$ cat config.mk
export PLATFORM = sky130hd
export DESIGN_NAME = metering_frame_receiver_top
export DESIGN_NICKNAME = d
export VERILOG_FILES = /design/src/hw/rtl/mfr_pkg.sv /design/src/hw/rtl/mfr_cfg_regs.sv /design/src/hw/rtl/mfr_in_reg.sv /design/src/hw/rtl/mfr_core.sv /design/src/hw/rtl/metering_frame_receiver_top.sv
export SDC_FILE = /design/constraint.sdc
export NUM_CORES = 1
export LEC_CHECK = 0
export ABC_CLOCK_PERIOD_IN_PS = 12300
export BUFFER_PORTS_ARGS = -buffer_cell sky130_fd_sc_hd__buf_2
export CAP_MARGIN = 20
export CORE_ASPECT_RATIO = 0.8
export CORE_UTILIZATION = 55
export CTS_CLUSTER_DIAMETER = 100
export DETAILED_ROUTE_END_ITERATION = 8
export PLACE_DENSITY = 0.75
export SETUP_SLACK_MARGIN = 0.15
export SLEW_MARGIN = 0
export SYNTH_ARGS = -nofsm -noshare
export SYNTH_HDL_FRONTEND = slang
export SYNTH_SLANG_ARGS = --single-unit
$ cat constraint.sdc
create_clock -name i_clk -period 12.3 [get_ports i_clk]
set_clock_uncertainty 0.05 [all_clocks]
set_input_delay 1.23 -clock i_clk [delete_from_list [all_inputs] [get_ports i_clk]]
set_output_delay 1.23 -clock i_clk [all_outputs]
set_load 0.01 [all_outputs]
$ cat src/hw/rtl/mfr_pkg.sv
// Shared types and constants for the metering frame receiver.
package mfr_pkg;

    // Frame geometry
    localparam int FRAME_BYTES = 35;
    localparam int INDEX_W     = 7;
    localparam logic [INDEX_W-1:0] LAST_INDEX = INDEX_W'(FRAME_BYTES - 1);

    // Checksum seed: read command merged with the chip address
    localparam logic [7:0] READ_CMD    = 8'h50;
    localparam logic [1:0] ADDRESS_MAX = 2'd3;

    // Captured 24-bit fields and their byte offsets in the frame
    localparam int NUM_FIELDS = 5;
    localparam int FIELD_W    = 24;
    localparam logic [INDEX_W-1:0] FIELD_OFFSET [NUM_FIELDS] = '{
        7'd4, 7'd7, 7'd10, 7'd22, 7'd25
    };

    // Configuration register indexes
    localparam logic [1:0] CFG_CHIP_ADDR      = 2'd0;
    localparam logic [1:0] CFG_HEADER_VALUE   = 2'd1;
    localparam logic [1:0] CFG_TIMEOUT_TICKS  = 2'd2;
    localparam logic [7:0] HEADER_RESET       = 8'h55;

    typedef enum logic [1:0] {
        OP_BYTE = 2'd0,
        OP_TICK = 2'd1,
        OP_ARM  = 2'd2
    } t_op;

    typedef enum logic [1:0] {
        ST_GOOD    = 2'd0,
        ST_CSUM    = 2'd1,
        ST_TIMEOUT = 2'd2
    } t_status;

    // One input item as held in the input register
    typedef struct packed {
        logic [1:0] op;
        logic [7:0] byte_value;
    } t_item;

    // Configuration seen by the frame logic
    typedef struct packed {
        logic [1:0]  chip_addr;
        logic [7:0]  header_value;
        logic [31:0] timeout_ticks;
    } t_cfg;

endpackage

$ cat src/hw/rtl/mfr_cfg_regs.sv
// Configuration register file for the metering frame receiver.
module mfr_cfg_regs
    import mfr_pkg::*;
(
    input  logic        i_clk,
    input  logic        i_rst_n,
    input  logic        i_cfg_we,
    input  logic [1:0]  i_cfg_index,
    input  logic [31:0] i_cfg_data,
    output t_cfg        o_cfg
);

    t_cfg r_cfg;

    // Register writes, index decoded
    always_ff @(posedge i_clk) begin
        if (!i_rst_n) begin
            r_cfg.chip_addr     <= '0;
            r_cfg.header_value  <= HEADER_RESET;
            r_cfg.timeout_ticks <= '0;
        end else if (i_cfg_we) begin
            unique case (i_cfg_index)
                CFG_CHIP_ADDR:     r_cfg.chip_addr     <= i_cfg_data[1:0];
                CFG_HEADER_VALUE:  r_cfg.header_value  <= i_cfg_data[7:0];
                CFG_TIMEOUT_TICKS: r_cfg.timeout_ticks <= i_cfg_data;
                default: ;
            endcase
        end
    end

    assign o_cfg = r_cfg;

endmodule

$ cat src/hw/rtl/mfr_in_reg.sv
// Input register stage: holds one accepted item until the frame logic takes it.
module mfr_in_reg
    import mfr_pkg::*;
(
    input  logic       i_clk,
    input  logic       i_rst_n,
    input  logic       i_in_valid,
    output logic       o_in_ready,
    input  logic [1:0] i_op,
    input  logic [7:0] i_byte_value,
    output logic       o_valid,
    output t_item      o_item,
    input  logic       i_take
);

    logic  r_valid;
    t_item r_item;

    // Free when empty or when the held item leaves this cycle
    assign o_in_ready = !r_valid || i_take;

    always_ff @(posedge i_clk) begin
        if (!i_rst_n) begin
            r_valid <= 1'b0;
        end else if (o_in_ready) begin
            r_valid <= i_in_valid;
        end
    end

    // Payload, no reset needed
    always_ff @(posedge i_clk) begin
        if (o_in_ready && i_in_valid) begin
            r_item.op         <= i_op;
            r_item.byte_value <= i_byte_value;
        end
    end

    assign o_valid = r_valid;
    assign o_item  = r_item;

endmodule

$ cat src/hw/rtl/mfr_core.sv
// Frame parser: window, header hunt, checksum, field capture, timeout, result register.
module mfr_core
    import mfr_pkg::*;
(
    input  logic                      i_clk,
    input  logic                      i_rst_n,
    input  t_cfg                      i_cfg,
    input  logic                      i_valid,
    input  t_item                     i_item,
    output logic                      o_take,
    output logic                      o_out_valid,
    input  logic                      i_out_ready,
    output logic [1:0]                o_status,
    output logic [FIELD_W-1:0]        o_current_a_rms,
    output logic [FIELD_W-1:0]        o_current_b_rms,
    output logic [FIELD_W-1:0]        o_voltage_rms,
    output logic signed [FIELD_W-1:0] o_energy_a_count,
    output logic signed [FIELD_W-1:0] o_energy_b_count,
    output logic [INDEX_W-1:0]        o_bytes_received
);

    // Frame state
    logic                 r_window, n_window;
    logic [INDEX_W-1:0]   r_index, n_index;
    logic [7:0]           r_sum, n_sum;
    logic [31:0]          r_elapsed, n_elapsed;
    logic [FIELD_W-1:0]   r_field [NUM_FIELDS];
    logic [FIELD_W-1:0]   n_field [NUM_FIELDS];

    // Result register
    logic                 r_out_valid;
    logic [1:0]           r_status, n_status;
    logic [FIELD_W-1:0]   r_out_field [NUM_FIELDS];
    logic [FIELD_W-1:0]   n_out_field [NUM_FIELDS];
    logic [INDEX_W-1:0]   r_bytes, n_bytes;
    logic                 n_emit;

    logic [31:0]          tick_count;
    logic [7:0]           seed;
    logic [INDEX_W-1:0]   diff [NUM_FIELDS];

    // An item is processed when the result register is free or draining
    assign o_take = i_valid && (!r_out_valid || i_out_ready);

    assign tick_count = r_elapsed + 32'd1;
    assign seed = READ_CMD | {6'b0, i_cfg.chip_addr & ADDRESS_MAX};

    always_comb begin
        for (int k = 0; k < NUM_FIELDS; k++) begin
            diff[k] = r_index - FIELD_OFFSET[k];
        end
    end

    // Next state and result for the item in the input register
    always_comb begin
        n_window  = r_window;
        n_index   = r_index;
        n_sum     = r_sum;
        n_elapsed = r_elapsed;
        n_field   = r_field;
        n_emit    = 1'b0;
        n_status  = ST_GOOD;
        n_bytes   = '0;
        for (int k = 0; k < NUM_FIELDS; k++) begin
            n_out_field[k] = '0;
        end

        case (t_op'(i_item.op))
            OP_ARM: begin
                n_window  = 1'b1;
                n_index   = '0;
                n_sum     = '0;
                n_elapsed = '0;
                for (int k = 0; k < NUM_FIELDS; k++) begin
                    n_field[k] = '0;
                end
            end
            OP_TICK: begin
                if (r_window && (i_cfg.timeout_ticks != '0)) begin
                    n_elapsed = tick_count;
                    if (tick_count >= i_cfg.timeout_ticks) begin
                        n_emit    = 1'b1;
                        n_status  = ST_TIMEOUT;
                        n_bytes   = r_index;
                        n_window  = 1'b0;
                        n_index   = '0;
                        n_sum     = '0;
                        n_elapsed = '0;
                        for (int k = 0; k < NUM_FIELDS; k++) begin
                            n_field[k] = '0;
                        end
                    end
                end
            end
            OP_BYTE: begin
                if (r_window) begin
                    if (r_index == '0) begin
                        // Header hunt
                        if (i_item.byte_value == i_cfg.header_value) begin
                            n_sum   = seed + i_item.byte_value;
                            n_index = INDEX_W'(1);
                            for (int k = 0; k < NUM_FIELDS; k++) begin
                                n_field[k] = '0;
                            end
                        end
                    end else if (r_index < LAST_INDEX) begin
                        // Body byte: sum and capture into the matching field lane
                        n_sum   = r_sum + i_item.byte_value;
                        n_index = r_index + INDEX_W'(1);
                        for (int k = 0; k < NUM_FIELDS; k++) begin
                            if (r_index >= FIELD_OFFSET[k] && diff[k] < INDEX_W'(3)) begin
                                n_field[k][8*diff[k][1:0] +: 8] = i_item.byte_value;
                            end
                        end
                    end else begin
                        // Checksum byte closes the window
                        n_emit = 1'b1;
                        if (i_item.byte_value == ~r_sum) begin
                            n_status    = ST_GOOD;
                            n_out_field = r_field;
                        end else begin
                            n_status = ST_CSUM;
                        end
                        n_window  = 1'b0;
                        n_index   = '0;
                        n_sum     = '0;
                        n_elapsed = '0;
                        for (int k = 0; k < NUM_FIELDS; k++) begin
                            n_field[k] = '0;
                        end
                    end
                end
            end
            default: ;
        endcase
    end

    // Frame state registers
    always_ff @(posedge i_clk) begin
        if (!i_rst_n) begin
            r_window  <= 1'b0;
            r_index   <= '0;
            r_sum     <= '0;
            r_elapsed <= '0;
            for (int k = 0; k < NUM_FIELDS; k++) begin
                r_field[k] <= '0;
            end
        end else if (o_take) begin
            r_window  <= n_window;
            r_index   <= n_index;
            r_sum     <= n_sum;
            r_elapsed <= n_elapsed;
            r_field   <= n_field;
        end
    end

    // Result valid
    always_ff @(posedge i_clk) begin
        if (!i_rst_n) begin
            r_out_valid <= 1'b0;
        end else if (o_take && n_emit) begin
            r_out_valid <= 1'b1;
        end else if (i_out_ready) begin
            r_out_valid <= 1'b0;
        end
    end

    // Result payload
    always_ff @(posedge i_clk) begin
        if (o_take && n_emit) begin
            r_status    <= n_status;
            r_out_field <= n_out_field;
            r_bytes     <= n_bytes;
        end
    end

    assign o_out_valid      = r_out_valid;
    assign o_status         = r_status;
    assign o_current_a_rms  = r_out_field[0];
    assign o_current_b_rms  = r_out_field[1];
    assign o_voltage_rms    = r_out_field[2];
    assign o_energy_a_count = r_out_field[3];
    assign o_energy_b_count = r_out_field[4];
    assign o_bytes_received = r_bytes;

endmodule

$ cat src/hw/rtl/metering_frame_receiver_top.sv
// Pipeline: an accepted item is held in the input register; when the frame logic takes
// it, the item is processed and any result it closes is loaded into the output register.
// Throughput: one item per cycle; an item waits in the input register while an
// untaken result holds the output register.
// Reset (synchronous, active low): window closed, frame state cleared, header 0x55,
// address 0, timeout disabled; both pipeline registers empty.
module metering_frame_receiver_top
    import mfr_pkg::*;
(
    input  logic                      i_clk,
    input  logic                      i_rst_n,
    input  logic                      i_cfg_we,
    input  logic [1:0]                i_cfg_index,
    input  logic [31:0]               i_cfg_data,
    input  logic                      i_in_valid,
    output logic                      o_in_ready,
    input  logic [1:0]                i_op,
    input  logic [7:0]                i_byte_value,
    output logic                      o_out_valid,
    input  logic                      i_out_ready,
    output logic [1:0]                o_status,
    output logic [23:0]               o_current_a_rms,
    output logic [23:0]               o_current_b_rms,
    output logic [23:0]               o_voltage_rms,
    output logic signed [23:0]        o_energy_a_count,
    output logic signed [23:0]        o_energy_b_count,
    output logic [6:0]                o_bytes_received
);

    t_cfg  cfg;
    t_item item;
    logic  item_valid;
    logic  take;

    mfr_cfg_regs u_cfg (
        .i_clk       (i_clk),
        .i_rst_n     (i_rst_n),
        .i_cfg_we    (i_cfg_we),
        .i_cfg_index (i_cfg_index),
        .i_cfg_data  (i_cfg_data),
        .o_cfg       (cfg)
    );

    mfr_in_reg u_in (
        .i_clk        (i_clk),
        .i_rst_n      (i_rst_n),
        .i_in_valid   (i_in_valid),
        .o_in_ready   (o_in_ready),
        .i_op         (i_op),
        .i_byte_value (i_byte_value),
        .o_valid      (item_valid),
        .o_item       (item),
        .i_take       (take)
    );

    mfr_core u_core (
        .i_clk            (i_clk),
        .i_rst_n          (i_rst_n),
        .i_cfg            (cfg),
        .i_valid          (item_valid),
        .i_item           (item),
        .o_take           (take),
        .o_out_valid      (o_out_valid),
        .i_out_ready      (i_out_ready),
        .o_status         (o_status),
        .o_current_a_rms  (o_current_a_rms),
        .o_current_b_rms  (o_current_b_rms),
        .o_voltage_rms    (o_voltage_rms),
        .o_energy_a_count (o_energy_a_count),
        .o_energy_b_count (o_energy_b_count),
        .o_bytes_received (o_bytes_received)
    );

endmodule

==> key figures, run 1 <==
Worst setup path
  • CP max-delay cell: buf_4
  • Crit path DAT: 6.27 ns
  • Worst Path Required: 12.40 ns
  • Max stage delay on crit path: 0.77 ns
  • Critical path cell sequence: nand4_1 -> or4_1 -> nor3_1 -> nand4_1 -> xnor2_1 -> ha_1 -> nand4_2 -> nor4_4 -> nand4_1 -> o22a_1 -> a211oi_2 -> nor2_1 -> nor2_4 -> buf_4 -> buf_4
  • WS Path Type: flop to flop
  • CP Launch Type: flop
  • Worst Path Max Fanout: 74
  • Crit end category: flop
  • Worst path most repeated cell: nand4_1

Power
  • Leakage power: 0.00822 uW
  • Switch share: 22.2%
  • Power share of the combinational group: 4.5%
  • Peak VDD IR: 114 uV
  • Sw Pwr: 541 uW
  • PwrDens: 130 nW/um^2
  • Clock share of power: 45.4%
  • Register share of total power: 50.1%
  • Internal power: 1900 uW

Detailed routing
  • Pre-Repair DR Iteration Count: 5
  • Initial DRC Count: 1247
  • Drt drc: 0
  • WL per Instance: 19.0 um
  • Vias per Instance: 5.85
  • DRT antenna net count: 0
  • Vias: 12800
  • Routed WL: 41800 um

Timing
  • Relative slew margins: 27.0%
  • Final Cycle Share: 50.1%
  • Hold WS: 0.404 ns
  • Worst-margin pin slew: 1.09 ns
  • Pins over their slew limit: 0
  • Final Setup Violations: 0
  • Final hold violation count: 0
  • Maximum clock rate: 162 MHz
  • Fin crit period: 6.17 ns
  • Setup TNS: 0 ns
  • RSZ-0062 raised after global routing: no

Floorplan
  • I/O Pins: 180
  • Full die area: 30700 sq um
  • Starting Density: 56.1%
  • Rows: 56
  • DIE WIDTH: 195 um
  • Chip height: 157 um
  • Core area: 29400 sq um

Clock tree
  • Post-CTS setup buffer count: 0
  • Post-CTS sizing: 0
  • Worst skew pair latency: 0.53 ns
  • CTS Buffer Depth: 3
  • CTS Sinks: 351
  • Clk Tree Root Cell: clkbuf_16
  • CTS Hold Bufs: 0
  • Total CTS buffers: 37
  • Clock transition at the registers of the reported paths: 0.06 ns
  • Number of H-tree levels: 2
  • CTS tree: done

Global routing
  • First-pass GRT wire length: 64900 um
  • Overall Global Routing Usage: 27.0%
  • Largest net degree at the start of global routing: 122
  • Vias in the first global route: 11900
  • Initial antenna violation count: 0
  • Grt total ovfl: 0

Flow run
  • Max-Cap Viols: 0

Final layout
  • Layout cells sized above 1: 15.6%
  • P&R area growth vs syn: 13.6%
  • Nets@finish: 1898
  • # diodes: 0

Placed design
  • Routability Congestion: 0.896
  • Dpl hpwl: 28200 um
  • I/O Buffers: 179

Synthesis
  • Post-Syn Area: 16500 sq um
  • Ys async rst share: 0%
  • Yosys cell types: 78
  • Area leader, netlist: dfxtp_1
  • Post-Syn Nets: 1775
  • Yosys top cell area share: 25.8%
  • Yosys reg bits: 351
  • Yosys warning count: 0
  • Register area share after synthesis: 51.1%
  • Post-synth EDFFs: 139
  • Post-Syn Instances: 1665
  • Synth Flop Type: dfxtp_1
  • Avg Synthesized Cell Area: 9.89 sq um
  • Top cells by area, synth: dfxtp_1 26%, edfxtp_1 25%, nand2_1 7.9%

Outcome
  • Status: complete, no violations

Hold path
  • Hold Crit Class: flop to flop
==> cells in the final DEF, fill, tap and decap left out, drive strengths merged, types with 5 or more instances in the layout <==
cell | netlist | routed
nand2 | 348 | 348
dfxtp | 212 | 212
buf | 23 | 190
edfxtp | 139 | 139
and3 | 132 | 132
mux2i | 128 | 128
a21oi | 97 | 97
nor2 | 63 | 63
ha | 59 | 59
clkbuf | 83 | 53
inv | 46 | 48
nand3 | 46 | 46
xnor2 | 37 | 37
o21ai | 34 | 34
and2 | 21 | 21
nand4 | 21 | 21
xor2 | 18 | 18
nor3 | 16 | 16
nor4 | 15 | 15
or3 | 14 | 14
a32o | 13 | 13
a31oi | 10 | 10
o22ai | 10 | 10
clkinv | 1 | 8
nor3b | 7 | 7
a21o | 6 | 6
and4 | 6 | 6
nand2b | 5 | 5
a211oi | 5 | 5
==> registers in the layout (all words and copies together) (netlist names) <==
| name | flops |
|---|---|
| u_core.r_elapsed | 32 |
| u_core.o_out_valid | 1 |
| u_core.o_current_a_rms | 24 |
| u_core.r_sum | 8 |
| u_core.o_bytes_received | 7 |
| u_in.o_valid | 1 |
| u_core.r_window | 1 |
| u_core.r_field | 120 |
| u_core.r_index | 7 |
| u_core.o_energy_b_count | 24 |
| u_core.o_voltage_rms | 24 |
| u_core.o_status | 2 |
| u_core.o_current_b_rms | 24 |
| u_cfg.o_cfg | 42 |
| u_core.o_energy_a_count | 24 |
| u_in.o_item | 10 |
==> layout make-up <==
type,instances,area [sq um]
fill,2338,10600
sequential,351,8420
multi-input combinational,1161,7420
clock buffer,53,1080
timing repair buffer,190,1010
tap,377,472
inverter,47,176
clock inverter,15,135
==> cell families (layout without fill, tap and decap cells) <==
kind of cell / after synthesis / after routing / share of synthesized area (%)
buffers and inverters: 153 / 305 / 3.98
AND/OR/NAND/NOR: 714 / 714 / 21.7
multiplexers: 128 / 128 / 7.78
AO/OA/AOI/OAI: 203 / 203 / 7.78
adder cells (fa/ha/maj): 61 / 61 / 4.72
XOR/XNOR: 55 / 55 / 2.92
flip-flops: 351 / 351 / 51.1
==> cells in the mapped netlist (all sizes together), types with 5 or more instances <==
| master | number |
|---|---|
| dfxtp | 212 |
| or3 | 14 |
| nor3b | 7 |
| a211oi | 5 |
| buf | 23 |
| xor2 | 18 |
| ha | 59 |
| nand2 | 348 |
| and4 | 6 |
| and2 | 21 |
| o22ai | 10 |
| nor2 | 63 |
| nand3 | 46 |
| a31oi | 10 |
| clkbuf | 83 |
| nor4 | 15 |
| a21oi | 97 |
| mux2i | 128 |
| nand4 | 21 |
| nor3 | 16 |
| xnor2 | 37 |
| a21o | 6 |
| edfxtp | 139 |
| inv | 46 |
| o21ai | 34 |
| and3 | 132 |
| nand2b | 5 |
| a32o | 13 |
==> critical path: cells and delay by family (launching register included) <==
kind            cells  cell delay (ns)
flops               1             0.45
buf+inv             2             1.46
fa+ha+maj           1             0.32
compound gates      2             0.78
xor+xnor            1             0.17
simple gates        9             2.49
==> final timing paths <==
check	from	to	slack, ns	cells after the start
worst max-delay path	u_core.r_elapsed[7]	u_core.o_energy_b_count[21]	6.13	15
worst min-delay path	u_core.r_field[107]	u_core.r_field[107]	0.40	2
worst max register to register	u_core.r_elapsed[7]	u_core.o_energy_b_count[21]	6.13	15
worst min register to register	u_core.r_field[107]	u_core.r_field[107]	0.40	2
==> routing by layer <==
| layer | GRT usage (%) | wire, um | vias to the layer above |
|---|---|---|---|
| li1 | - | - | 6111 |
| met1 | 41.1 | 19700 | 6123 |
| met2 | 39.3 | 17800 | 538 |
| met3 | 5.02 | 3620 | 61 |
| met4 | 6.34 | 667 | 0 |
| met5 | 0 | 0 | - |
==> through the flow <==
step | setup slack (ns) | power, uW | utilization [%] | instance area, sq um | instances
after global placement | 6.39 | 1350 | 59.4 | 17400 | 2123
after global routing | 5.60 | 2510 | 63.7 | 18700 | 2194
after CTS | 6.14 | 2450 | 63.7 | 18700 | 2192
after floorplan | 2.95 | 1320 | - | 16500 | 1665
after detailed placement | 6.12 | 1350 | 59.5 | 17500 | 2124
final | 6.13 | 2440 | 63.7 | 18700 | 2194
==> power by group through the flow <==
stage / Sequential, uW / Clock, uW / Combinational, uW
2_1_floorplan: 1240 / 0 / 82.3
3_3_place_gp: 1250 / 0 / 105
3_5_place_dp: 1250 / 0 / 108
4_1_cts: 1220 / 1120 / 108
5_1_grt: 1220 / 1170 / 120
6_report: 1220 / 1110 / 110
No activity file was read; power rests on OpenSTA's default activity.
==> inputs of run 2 (changes only) <==
--- a/config.mk
+++ b/config.mk
@@ -5,7 +5,7 @@
 export SDC_FILE = /design/constraint.sdc
 export NUM_CORES = 1
 export LEC_CHECK = 0
-export ABC_CLOCK_PERIOD_IN_PS = 12300
+export ABC_CLOCK_PERIOD_IN_PS = 5880
 export BUFFER_PORTS_ARGS = -buffer_cell sky130_fd_sc_hd__buf_2
 export CAP_MARGIN = 20
 export CORE_ASPECT_RATIO = 0.8
==> constraint.sdc (replaced) <==
create_clock -name i_clk -period 5.88 [get_ports i_clk]
set_clock_uncertainty 0.05 [all_clocks]
set_input_delay 0.588 -clock i_clk [delete_from_list [all_inputs] [get_ports i_clk]]
set_output_delay 0.588 -clock i_clk [all_outputs]
set_load 0.01 [all_outputs]
==> key figures, run 2 (same netlist as run 1, synthesis figures left out) <==
Outcome
  • Status: complete, no violations

Detailed routing
  • Initial DRC Count: 1183
  • Vias per Instance: 5.82
  • Drt drc: 0
  • Vias: 12800
  • Routed WL: 42700 um
  • DRT antenna net count: 0
  • Pre-Repair DR Iteration Count: 5
  • WL per Instance: 19.4 um

Hold path
  • Hold_sp: i_byte_value[0]
  • Hold Crit Class: primary input to flop

Worst setup path
  • Crit path buf inv count: 1
  • WS Path Type: flop to flop
  • Crit end category: flop
  • Critical R2R Launch: u_core.r_elapsed[0]
  • Critical path cell sequence: ha_1 -> and3_1 -> nand3_1 -> nor3_1 -> and3_1 -> xor2_1 -> ha_1 -> nand4_2 -> nor4_4 -> nand4_1 -> o22a_1 -> a211oi_4 -> nor2_1 -> nor2_4 -> buf_12
  • CP Launch Type: flop
  • Worst Path Required: 5.98 ns
  • Max stage delay on crit path: 0.59 ns
  • CP max-delay cell: nor3_1
  • Top delay family on crit path: simple AND/OR/NAND/NOR gates
  • Crit path DAT: 5.33 ns
  • Worst Path Max Fanout: 127
  • Critical Path Source: u_core.r_elapsed[0]

Clock tree
  • Post-CTS sizing: 0
  • Clk Tree Root Cell: clkbuf_16
  • CTS Hold Bufs: 0
  • Worst skew pair latency: 0.54 ns
  • CTS tree: done
  • Clock transition at the registers of the reported paths: 0.06 ns
  • Total CTS buffers: 36
  • Number of H-tree levels: 2
  • Post-CTS setup buffer count: 0
  • CTS Sinks: 351
  • CTS Buffer Depth: 3

Final layout
  • Layout cells sized above 1: 15.8%
  • Multi-input gate area: 7430 sq um
  • Post-layout util: 63.9%
  • Max reg flops: 120
  • Register with the most flip-flops: u_core.r_field
  • Nets@finish: 1902
  • # diodes: 0
  • Register area: 8420 sq um
  • Most frequent cells in the layout: 347 x nand2_1, 212 x dfxtp_1, 178 x buf_2
  • Most common cell after layout, fill and taps aside: nand2_1
  • Count of non-filler cells in the finished layout: 2197
  • # fillers: 2375
  • Final Cell Area: 18800 sq um
  • P&R area growth vs syn: 13.9%

Floorplan
  • I/O Pins: 180
  • Core area: 29400 sq um
  • Rows: 56
  • DIE WIDTH: 195 um
  • Starting Density: 56.1%
  • Chip height: 157 um
  • Full die area: 30700 sq um

Timing
  • RSZ-0062 raised after global routing: no
  • Worst-margin pin slew: 0.897 ns
  • Fin crit period: 5.23 ns
  • Setup TNS: 0 ns
  • Relative slew margins: 40.2%
  • Maximum clock rate: 191 MHz
  • Final Setup Violations: 0
  • Hold WS: 0.192 ns
  • Final Cycle Share: 88.9%
  • Pins over their slew limit: 0
  • Final hold violation count: 0

Placed design
  • Placed Area: 17500 sq um
  • I/O Buffers: 179
  • Dpl hpwl: 29300 um
  • Routability Congestion: 0.948
  • Placed cells: 2129

Flow run
  • Max-Cap Viols: 0

Global routing
  • Initial antenna violation count: 0
  • Grt total ovfl: 0
  • Overall Global Routing Usage: 27.8%
  • First-pass GRT wire length: 66800 um
  • Largest net degree at the start of global routing: 128
  • Vias in the first global route: 12200

Power
  • Peak VDD IR: 272 uV
  • PwrDens: 272 nW/um^2
  • Leakage power: 0.00824 uW
run 2: routing by layer:
layer	vias up	track usage, %	share of wire [%]
met4	0	6.82	1.5
met5	-	0	0
met2	518	40.2	42
li1	6112	-	-
met1	6103	42.2	48
met3	53	5.73	8.5
run 2: path summary, 6_finish.rpt:
path	to	slack, ns	cells after the start
setup / recovery	u_core.o_energy_a_count[12]	0.65	15
hold / removal	u_in.o_item[0]	0.19	1
setup reg to reg	u_core.o_energy_a_count[12]	0.65	15
hold reg to reg	u_core.r_field[111]	0.40	2
run 2: final cells by class:
type,count,area share (%)
sequential,351,44.9
multi-input combinational,1161,39.6
clock buffer,58,5.86
timing repair buffer,195,5.62
tap,377,2.51
inverter,47,0.940
clock inverter,8,0.580
run 2: worst reg2reg max path, cell delays in order (launching register included):
cell	delay (ns)
dfxtp_1	0.42
ha_1	0.27
and3_1	0.25
nand3_1	0.18
nor3_1	0.59
and3_1	0.31
xor2_1	0.08
ha_1	0.33
nand4_2	0.14
nor4_4	0.38
nand4_1	0.20
o22a_1	0.27
a211oi_4	0.38
nor2_1	0.13
nor2_4	0.19
buf_12	0.44
run 2: report_power, final:
group          internal, uW  switching, uW  leakage [uW]
clock                  1380            940      0.000582
sequential             2530           26.1       0.00330
combinational          78.3            162       0.00435
total                  3980           1130       0.00824
run 2: stage by stage:
| stage | worst slack (ns) | total power (uW) |
|---|---|---|
| 6_report | 0.650 | 5110 |
| 5_1_grt | 0.436 | 5240 |
| 4_1_cts | 0.798 | 5140 |
| 3_5_place_dp | 0.812 | 2840 |
| 3_3_place_gp | 0.947 | 2830 |
| 2_1_floorplan | 0.208 | 2760 |
==> inputs of run 3 (changes only) <==
--- a/config.mk
+++ b/config.mk
@@ -9,10 +9,10 @@
 export BUFFER_PORTS_ARGS = -buffer_cell sky130_fd_sc_hd__buf_2
 export CAP_MARGIN = 20
 export CORE_ASPECT_RATIO = 0.8
-export CORE_UTILIZATION = 55
+export CORE_UTILIZATION = 30
 export CTS_CLUSTER_DIAMETER = 100
 export DETAILED_ROUTE_END_ITERATION = 8
-export PLACE_DENSITY = 0.75
+export RECOVER_POWER = 100
 export SETUP_SLACK_MARGIN = 0.15
 export SLEW_MARGIN = 0
 export SYNTH_ARGS = -nofsm -noshare
==> key figures, run 3 (same netlist as run 1, synthesis figures left out) <==
Outcome
  • Status: finished with violations
  • Failing checks: capacitance limit, slew limit

Final layout
  • Most frequent cells in the layout: 347 x nand2_1, 212 x dfxtp_1, 148 x clkbuf_1
  • Final Cell Area: 19000 sq um
  • Max reg flops: 120
  • Nets@finish: 1905
  • # fillers: 5466
  • Count of non-filler cells in the finished layout: 2530
  • Register with the most flip-flops: u_core.r_field
  • Most common cell after layout, fill and taps aside: nand2_1
  • Layout cells sized above 1: 7.72%
  • P&R area growth vs syn: 15.4%
  • Register area: 8420 sq um
  • Post-layout util: 35.2%
  • Multi-input gate area: 7350 sq um

Hold path
  • Hold EP: u_in.o_item[2]
  • Hold Crit Depth: 1
  • Hold Crit Class: primary input to flop
  • Hold_sp: i_byte_value[2]

Detailed routing
  • Initial DRC Count: 975
  • Routed WL: 46600 um
  • Pre-Repair DR Iteration Count: 5
  • Vias: 12800
  • DRT antenna net count: 0
  • Vias per Instance: 5.04
  • Drt drc: 0
  • WL per Instance: 18.4 um

Clock tree
  • CTS Sinks: 351
  • Post-CTS setup buffer count: 0
  • Total CTS buffers: 40
  • Worst skew pair latency: 0.57 ns
  • Clk Tree Root Cell: clkbuf_16
  • CTS Hold Bufs: 0
  • CTS tree: done
  • Post-CTS sizing: 0
  • CTS Buffer Depth: 3
  • Clock transition at the registers of the reported paths: 0.06 ns
  • Number of H-tree levels: 2

Worst setup path
  • Crit path DAT: 5.51 ns
  • Worst Path Required: 6.30 ns
  • Critical path cell sequence: ha_1 -> and3_1 -> nand3_1 -> nor3_1 -> and3_1 -> xor2_1 -> ha_1 -> nand4_2 -> nor4_1 -> nand4_1 -> o22ai_1 -> nor2_4 -> clkbuf_1 -> nor3_2 -> mux2i_1
  • Worst Path Max Fanout: 18
  • Critical R2R Launch: u_core.r_elapsed[0]
  • Max stage delay on crit path: 0.77 ns
  • Reg-to-Reg End: u_core.r_field[100]
  • CP Launch Type: flop
  • WS Path Type: flop to flop
  • R2R depth: 15
  • R2R Setup Slk: 0.79 ns
  • CP max-delay cell: nor3_2
  • Crit end category: flop

Global routing
  • Initial antenna violation count: 6
  • Largest net degree at the start of global routing: 91
  • First-pass GRT wire length: 72200 um
  • Overall Global Routing Usage: 16.5%
  • Grt total ovfl: 0
  • Vias in the first global route: 12500

Placed design
  • Dpl hpwl: 32200 um
  • Routability Congestion: 0.885
  • Place WS: 0.964 ns
  • Placed Area: 17900 sq um
  • Placed cells: 2454
  • I/O Buffers: 179

Timing
  • Final worst setup slack: 0.786 ns
  • Setup TNS: 0 ns
  • Final Setup Violations: 0
  • Final hold violation count: 0
  • Final Cycle Share: 86.6%
  • RSZ-0062 raised after global routing: no
  • Relative slew margins: -169%
  • Fin crit period: 5.09 ns
  • Worst-margin pin slew: 4.03 ns
  • Maximum clock rate: 196 MHz
  • Pins over their slew limit: 166

Floorplan
  • Core area: 54000 sq um
  • Starting Density: 30.5%
  • I/O Pins: 180
  • Rows: 76
  • Chip height: 212 um
  • DIE WIDTH: 264 um
  • Full die area: 55900 sq um

Flow run
  • Max-Cap Viols: 2

Power
  • Peak VDD IR: 164 uV
  • Leakage power: 0.00768 uW
  • PwrDens: 281 nW/um^2
run 3: cell count changes in the layout (fill, tap and decap cells not counted), sizes merged:
cell    change
buf       -142
clkinv      +7
bufinv      +3
clkbuf    +135
diode       +2
inv         +3
run 3: critical path: cells and delay by family, from the launching register on:
kind | cells | cell delay [ns]
muxes | 1 | 0.27
and+or+nand+nor | 9 | 2.97
DFF | 1 | 0.42
AOI/OAI and AO/OA | 1 | 0.39
xor gates and xnor gates | 1 | 0.08
adders and majority gates | 2 | 0.60
buffers and inverters | 1 | 0.21
run 3: routing by layer:
layer  global-route usage (%)  up-vias  share of wire [%]
met1                     23.3     6188                 48
met4                     5.19        8                2.1
li1                         -     6126                  -
met5                        0        -               0.10
met2                     24.8      364                 43
met3                     3.77       75                6.8
run 3: layout make-up:
cell class / instances / share of cell area, %
Multi-Input combinational cell: 1161 / 38.6
Tap cell: 702 / 4.62
Sequential cell: 351 / 44.3
Clock inverter: 21 / 1.42
Inverter: 47 / 0.928
Clock buffer: 52 / 5.61
Antenna cell: 2 / 0.0263
Timing Repair Buffer: 194 / 4.49
run 3: how the worst max path moves through the flow:
stage	end	start	depth (start not counted)
3_5_place_dp	u_core.r_field[48]	u_core.r_elapsed[0]	15
5_1_grt	u_core.r_field[41]	u_core.r_elapsed[0]	15
6_report	u_core.r_field[100]	u_core.r_elapsed[0]	15
2_1_floorplan	u_core.o_bytes_received[0]	u_core.r_elapsed[7]	14
4_1_cts	u_core.r_field[48]	u_core.r_elapsed[0]	15
3_3_place_gp	u_core.o_energy_a_count[1]	u_core.r_elapsed[7]	14
run 3: power by group:
group	switching [uW]	total, uW	internal (uW)
registers	25.7	2550	2530
logic	159	232	73.3
clock network	1040	2560	1520
run 3: metrics by stage:
step / hold slack [ns] / power, uW
after floorplan: 0.380 / 2760
after global placement: 0.389 / 2840
after detailed placement: 0.393 / 2850
after CTS: 0.126 / 5430
after global routing: 0.140 / 5540
final: 0.159 / 5340
